[src/hw/rtl/mm3_pkg.sv]
`default_nettype none

package mm3_pkg;

   localparam int DATA_W    = 32;
   localparam int MODE_W    = 2;
   localparam int DIM       = 3;
   localparam int NUM_ELEMS = DIM * DIM;

   localparam logic [MODE_W-1:0] MODE_MUL  = 2'd0;
   localparam logic [MODE_W-1:0] MODE_ADD  = 2'd1;
   localparam logic [MODE_W-1:0] MODE_SUB  = 2'd2;
   localparam logic [MODE_W-1:0] MODE_HOLD = 2'd3;

   typedef logic [DATA_W-1:0]         elem_type;
   typedef elem_type [DIM-1:0]        row_type;
   typedef elem_type [NUM_ELEMS-1:0]  mat_type;

   typedef struct packed {
      logic                load;
      logic [MODE_W-1:0]   mode;
   } lane_ctl_type;

   typedef struct packed {
      logic cof_en;
      logic term_en;
   } det_ctl_type;

endpackage

`default_nettype wire

[src/hw/rtl/mm3_lane.sv]
`default_nettype none

// One accumulator element: three registered partial terms, summed on read.
module mm3_lane (
   input  wire                    clock,
   input  wire mm3_pkg::lane_ctl_type ctl,
   input  wire mm3_pkg::row_type  a_row,
   input  wire mm3_pkg::row_type  b_col,
   input  wire mm3_pkg::elem_type a_self,
   input  wire mm3_pkg::elem_type b_self,
   output mm3_pkg::elem_type      sum
);
   import mm3_pkg::*;

   row_type p_ff;
   row_type p_in;

   always_comb begin
      p_in = p_ff;
      if (ctl.load) begin
         case (ctl.mode)
            MODE_MUL: begin
               for (int k = 0; k < DIM; k++) begin
                  p_in[k] = a_row[k] * b_col[k];
               end
            end
            MODE_ADD: begin
               p_in[0] = a_self;
               p_in[1] = b_self;
               p_in[2] = '0;
            end
            MODE_SUB: begin
               p_in[0] = a_self;
               p_in[1] = elem_type'(0) - b_self;
               p_in[2] = '0;
            end
            default: begin
               p_in[0] = a_self;
               p_in[1] = '0;
               p_in[2] = '0;
            end
         endcase
      end
   end

   always_ff @(posedge clock) begin
      p_ff <= p_in;
   end

   assign sum = p_ff[0] + p_ff[1] + p_ff[2];

endmodule

`default_nettype wire

[config.mk]
export PLATFORM = sky130hd
export DESIGN_NAME = mm3_lane
export DESIGN_NICKNAME = d
export VERILOG_FILES = /design/src/hw/rtl/mm3_pkg.sv /design/src/hw/rtl/mm3_lane.sv
export SDC_FILE = /design/constraint.sdc
export NUM_CORES = 2
export LEC_CHECK = 0
export ABC_AREA = 1
export BUFFER_PORTS_ARGS = -buffer_cell sky130_fd_sc_hd__buf_2
export CAP_MARGIN = 20
export CORE_UTILIZATION = 45
export DETAILED_ROUTE_END_ITERATION = 12
export GPL_TIMING_DRIVEN = 0
export PLACE_DENSITY = 0.64
export SYNTH_ARGS = -nofsm -noshare
export SYNTH_HDL_FRONTEND = slang
export SYNTH_SLANG_ARGS = --single-unit
[constraint.sdc]
create_clock -name clock -period 14.32 [get_ports clock]
set_input_delay 1.432 -clock clock [delete_from_list [all_inputs] [get_ports clock]]
set_output_delay 1.432 -clock clock [all_outputs]
set_load 0.03 [all_outputs]
# Word level (Yosys, flattened, before mapping)
# Cells that the tools add are included.
# W data, S select, Z words.
# totals
inputBits,260
elab_cells,13
ff_bits,96
output_inout_bits,32
# classes
n_eq_ne,2
n_mux,1
n_reduce_logical,1
add_sub_neg,3
n_mul,3
# op_table
op,n
$pmux W96 S3,1
$mul A32 B32 Y32,3
$add A32 B32 Y32,2
$sub A1 B32 Y32 const A,1
$eq A2 B1 Y1 const B,1
$eq A2 B2 Y1 const B,1
$logic_not A2 Y1,1

# Depth between registers and ports, before layout
# depth
depth_word,2
ltp_mapped,39

# Least setup slack after synthesis
# OpenSTA, ideal clock, no wires.
# synth_path
path_type,input -> register
start,input b_col[70] (netlist name)
end,"register p_ff[95] (netlist name), data pin"
n_path_buf,2
slack_ps,6573
arrival_ps,7492
path_stages,30
t_required_ps,14065
cell_sequence,clkbuf_1 -> clkbuf_1 -> nand2_1 -> inv_1 -> fa_1 -> fa_1 -> fa_1 -> inv_1 -> fa_1 -> inv_1 -> fa_1 -> inv_1 -> fa_1 -> inv_1 -> fa_1 -> fa_1 -> ha_1 -> nand2_1 -> nor2_1 -> inv_1 -> nor2_1 -> nand4_1 -> nand3_1 -> nand3_1 -> nand2_2 -> nand2_1 -> o21bai_1 -> nand3_1 -> nand2_1 -> nor2_1
# synth_between
elab_chain_cells,2
# synth_lines
item,line,source
start: declaration,mm3_lane.sv:8,"input wire mm3_pkg::row_type b_col,"
$mul A32 B32 Y32,mm3_lane.sv:24,p_in[k] = a_row[k] * b_col[k];
$pmux W96 S3,mm3_lane.sv:21,case (ctl.mode)
end signal: assignment,mm3_lane.sv:47,p_ff <= p_in;
end: declaration,mm3_lane.sv:15,row_type p_ff;
# Every way passes these cells.
# A chain may end at the register's enable or synchronous reset.

# Final worst setup path
# layout_path
start,input b_col[2] (netlist name)
end,"register p_ff[31] (netlist name), data pin"
# Same word-level chain as after synthesis.

==> impl_metrics.json <==
{
  "hpwlAfterDp_mm": 168,
  "area_growth_syn_to_layout_pct": 6.26,
  "die_w_um": 357,
  "yosysSeqAreaShare_pct": 5.09,
  "tns_ps": 0,
  "start_util_pct": 45.6,
  "ant_nets": 0,
  "finish.utilization_pct": 48.4,
  "period_needed_ps": 9090,
  "drt_wl_total_mm": 195,
  "hold_buffers": 0,
  "end_kind": "flop",
  "ys_ff_latch": 96,
  "cts_buffer_depth": 2,
  "finalNonFillerCells": 9376,
  "place_inst": 9355,
  "ctsRootBufferMaster": "clkbuf_16",
  "setup.worst_path.start": "b_col[2]",
  "nets": 9646,
  "first_pass_iters": 6,
  "top_register": "p_ff",
  "largest_reg_flops": 96,
  "finalSetupViolCount": 0,
  "yosys.area.top_type_share_pct": 44.4,
  "synth.area.top_cells": "fa_1 (44%), inv_1 (15%), nand2_1 (15%), ha_1 (8.8%), edfxtp_1 (5.1%)",
  "syn_inst": 7492,
  "grt_max_degree": 77,
  "slew_headroom_pct": 21.1,
  "postCtsSetupBuffers": 0,
  "tritoncts.num_buffers": 9,
  "placementRows": 129,
  "outcome": "completed",
  "worst_hold_path_type": "input pin to flop",
  "cts_tree": "built",
  "critical_path_class": "input pin to flop",
  "startpoint_type": "input pin",
  "fin_crit_sh_pct": 63.5,
  "cap_violations": 0,
  "gp_congestion": 0.988,
  "wl_per_cell_um": 20.8,
  "fmax_mhz": 110,
  "rsz0062_at_grt": "false",
  "tightest_slew_ps": 1180,
  "htree_levels": 3,
  "worstPathMaxFanout": 10,
  "io_buffers": 224,
  "num_io_pins": 292,
  "final_cell_mix": "inv_1 (2,274), nand2_1 (2,197), fa_1 (1,256)",
  "die_h_um": 357,
  "grt_pass1_vias": 49300,
  "whs_path_depth": 3,
  "crit_path_end": "p_ff[31]",
  "syn_nets": 9408,
  "drive_gt1_share_pct": 4.45,
  "drc": 0,
  "vias_per_cell": 5.12,
  "syn_area_per_cell_um2": 7.56,
  "worst_ep_required_time_ps": 14440,
  "final_common_cell": "inv_1",
  "fillers": 12400,
  "die_area_um2": 127000,
  "clkSinkCount": 96,
  "worst_ep_arrival_time_ps": 9210,
  "yosysTopAreaCell": "fa_1",
  "grtUsageTotal_pct": 31.2,
  "drt-initial-drc-count": 4189,
  "grt-ovfl-total": 0,
  "cts_resized": 0,
  "route.vias.total": 48000,
  "path_clk_slew_ps": 80,
  "synth_area_um2": 56700,
  "synth.distinct_cells": 58,
  "slew_violations": 0,
  "hold_viol_final": 0,
  "yosysWarnings": 0,
  "largest_registers": "p_ff: 96 flops",
  "antenna_found_initial": 7,
  "core_area_um2": 124000,
  "grt_pass1_wl_mm": 297
}
-- layout make-up --
type | count | area (um2) | share of cell area, %
Multi-Input combinational cell | 4792 | 43900 | 72.9
Clock inverter | 7 | 81.3 | 0.135
Clock buffer | 9 | 225 | 0.374
Buffer | 327 | 1360 | 2.25
Sequential cell | 96 | 2880 | 4.79
Tap cell | 1637 | 2050 | 3.40
Timing Repair Buffer | 227 | 1180 | 1.96
Inverter | 2277 | 8550 | 14.2
Antenna cell | 4 | 10.0 | 0.0166
-- critical path, stage by stage --
cell      delay (ps)
buf_2            180
clkbuf_1         570
clkbuf_1         740
nand2_1          180
fa_1             570
inv_1             50
fa_1             470
inv_1             50
fa_1             490
fa_1             560
inv_1             50
fa_1             480
fa_1             590
fa_1             440
fa_1             650
ha_1             340
a21oi_1          270
o21ai_0          140
a221oi_1         310
o21ai_0          150
nor2_1           160
nand3_1          100
nand3_1          150
nand2_1           60
-- layer usage --
metal,routed length [um],vias up,track usage [%],part of all wire (%)
met5,13,-,0,0.0067
met4,8800,2,11.9,4.5
met3,15400,383,3.93,7.9
met2,92000,2019,51.7,47
met1,79100,24000,41.7,40
li1,-,21700,-,-
-- per-stage QoR --
stage	hold slack (ps)	cell area [um2]	setup slack, ps
2_1_floorplan	1540	56700	6570
3_3_place_gp	1710	59800	4910
3_5_place_dp	1720	59900	5000
4_1_cts	1340	60200	5390
5_1_grt	1350	60200	4900
6_report	1350	60200	5230
-- cell usage after synthesis (all sizes together) --
cell type  number
a21oi         180
nor2          154
o31ai           5
o21a            2
and2            2
o211ai         11
a22oi           1
clkinv          1
nor4           11
o2bb2ai         7
a21o           15
nand2        2199
o211a           1
a221oi          5
a21boi          3
xor2           71
nand3         164
a31oi           3
o22ai           1
o21ai         111
o221ai          5
inv          2276
buf           106
clkbuf        221
nand4          33
edfxtp         96
o21bai         15
nand2b          1
ha            400
a211oi          4
o2111a          1
o32ai           1
nand3b         32
or2            12
a31o            2
nor3           22
fa           1256
xnor2          62
-- kinds of logic after synthesis --
group	after synthesis	share of synthesized area [%]
DFF	96	5.09
AOI/OAI and AO/OA	373	3.78
adders and majority gates	1656	53.2
xor gates and xnor gates	133	2.06
buffers and inverters	2604	17.5
and+or+nand+nor	2630	18.4
-- worst min path at each step --
| stage | startpoint | end |
|---|---|---|
| after global placement | a_self[5] | p_ff[5] |
| after CTS | a_self[5] | p_ff[5] |
| after detailed placement | a_self[3] | p_ff[3] |
| after global routing | a_self[2] | p_ff[2] |
| after floorplan | ctl[2] | p_ff[0] |
| final | a_self[5] | p_ff[5] |
Power is not shown: default switching activity piles up to over one toggle a cycle in this logic, so the estimate is an artifact.
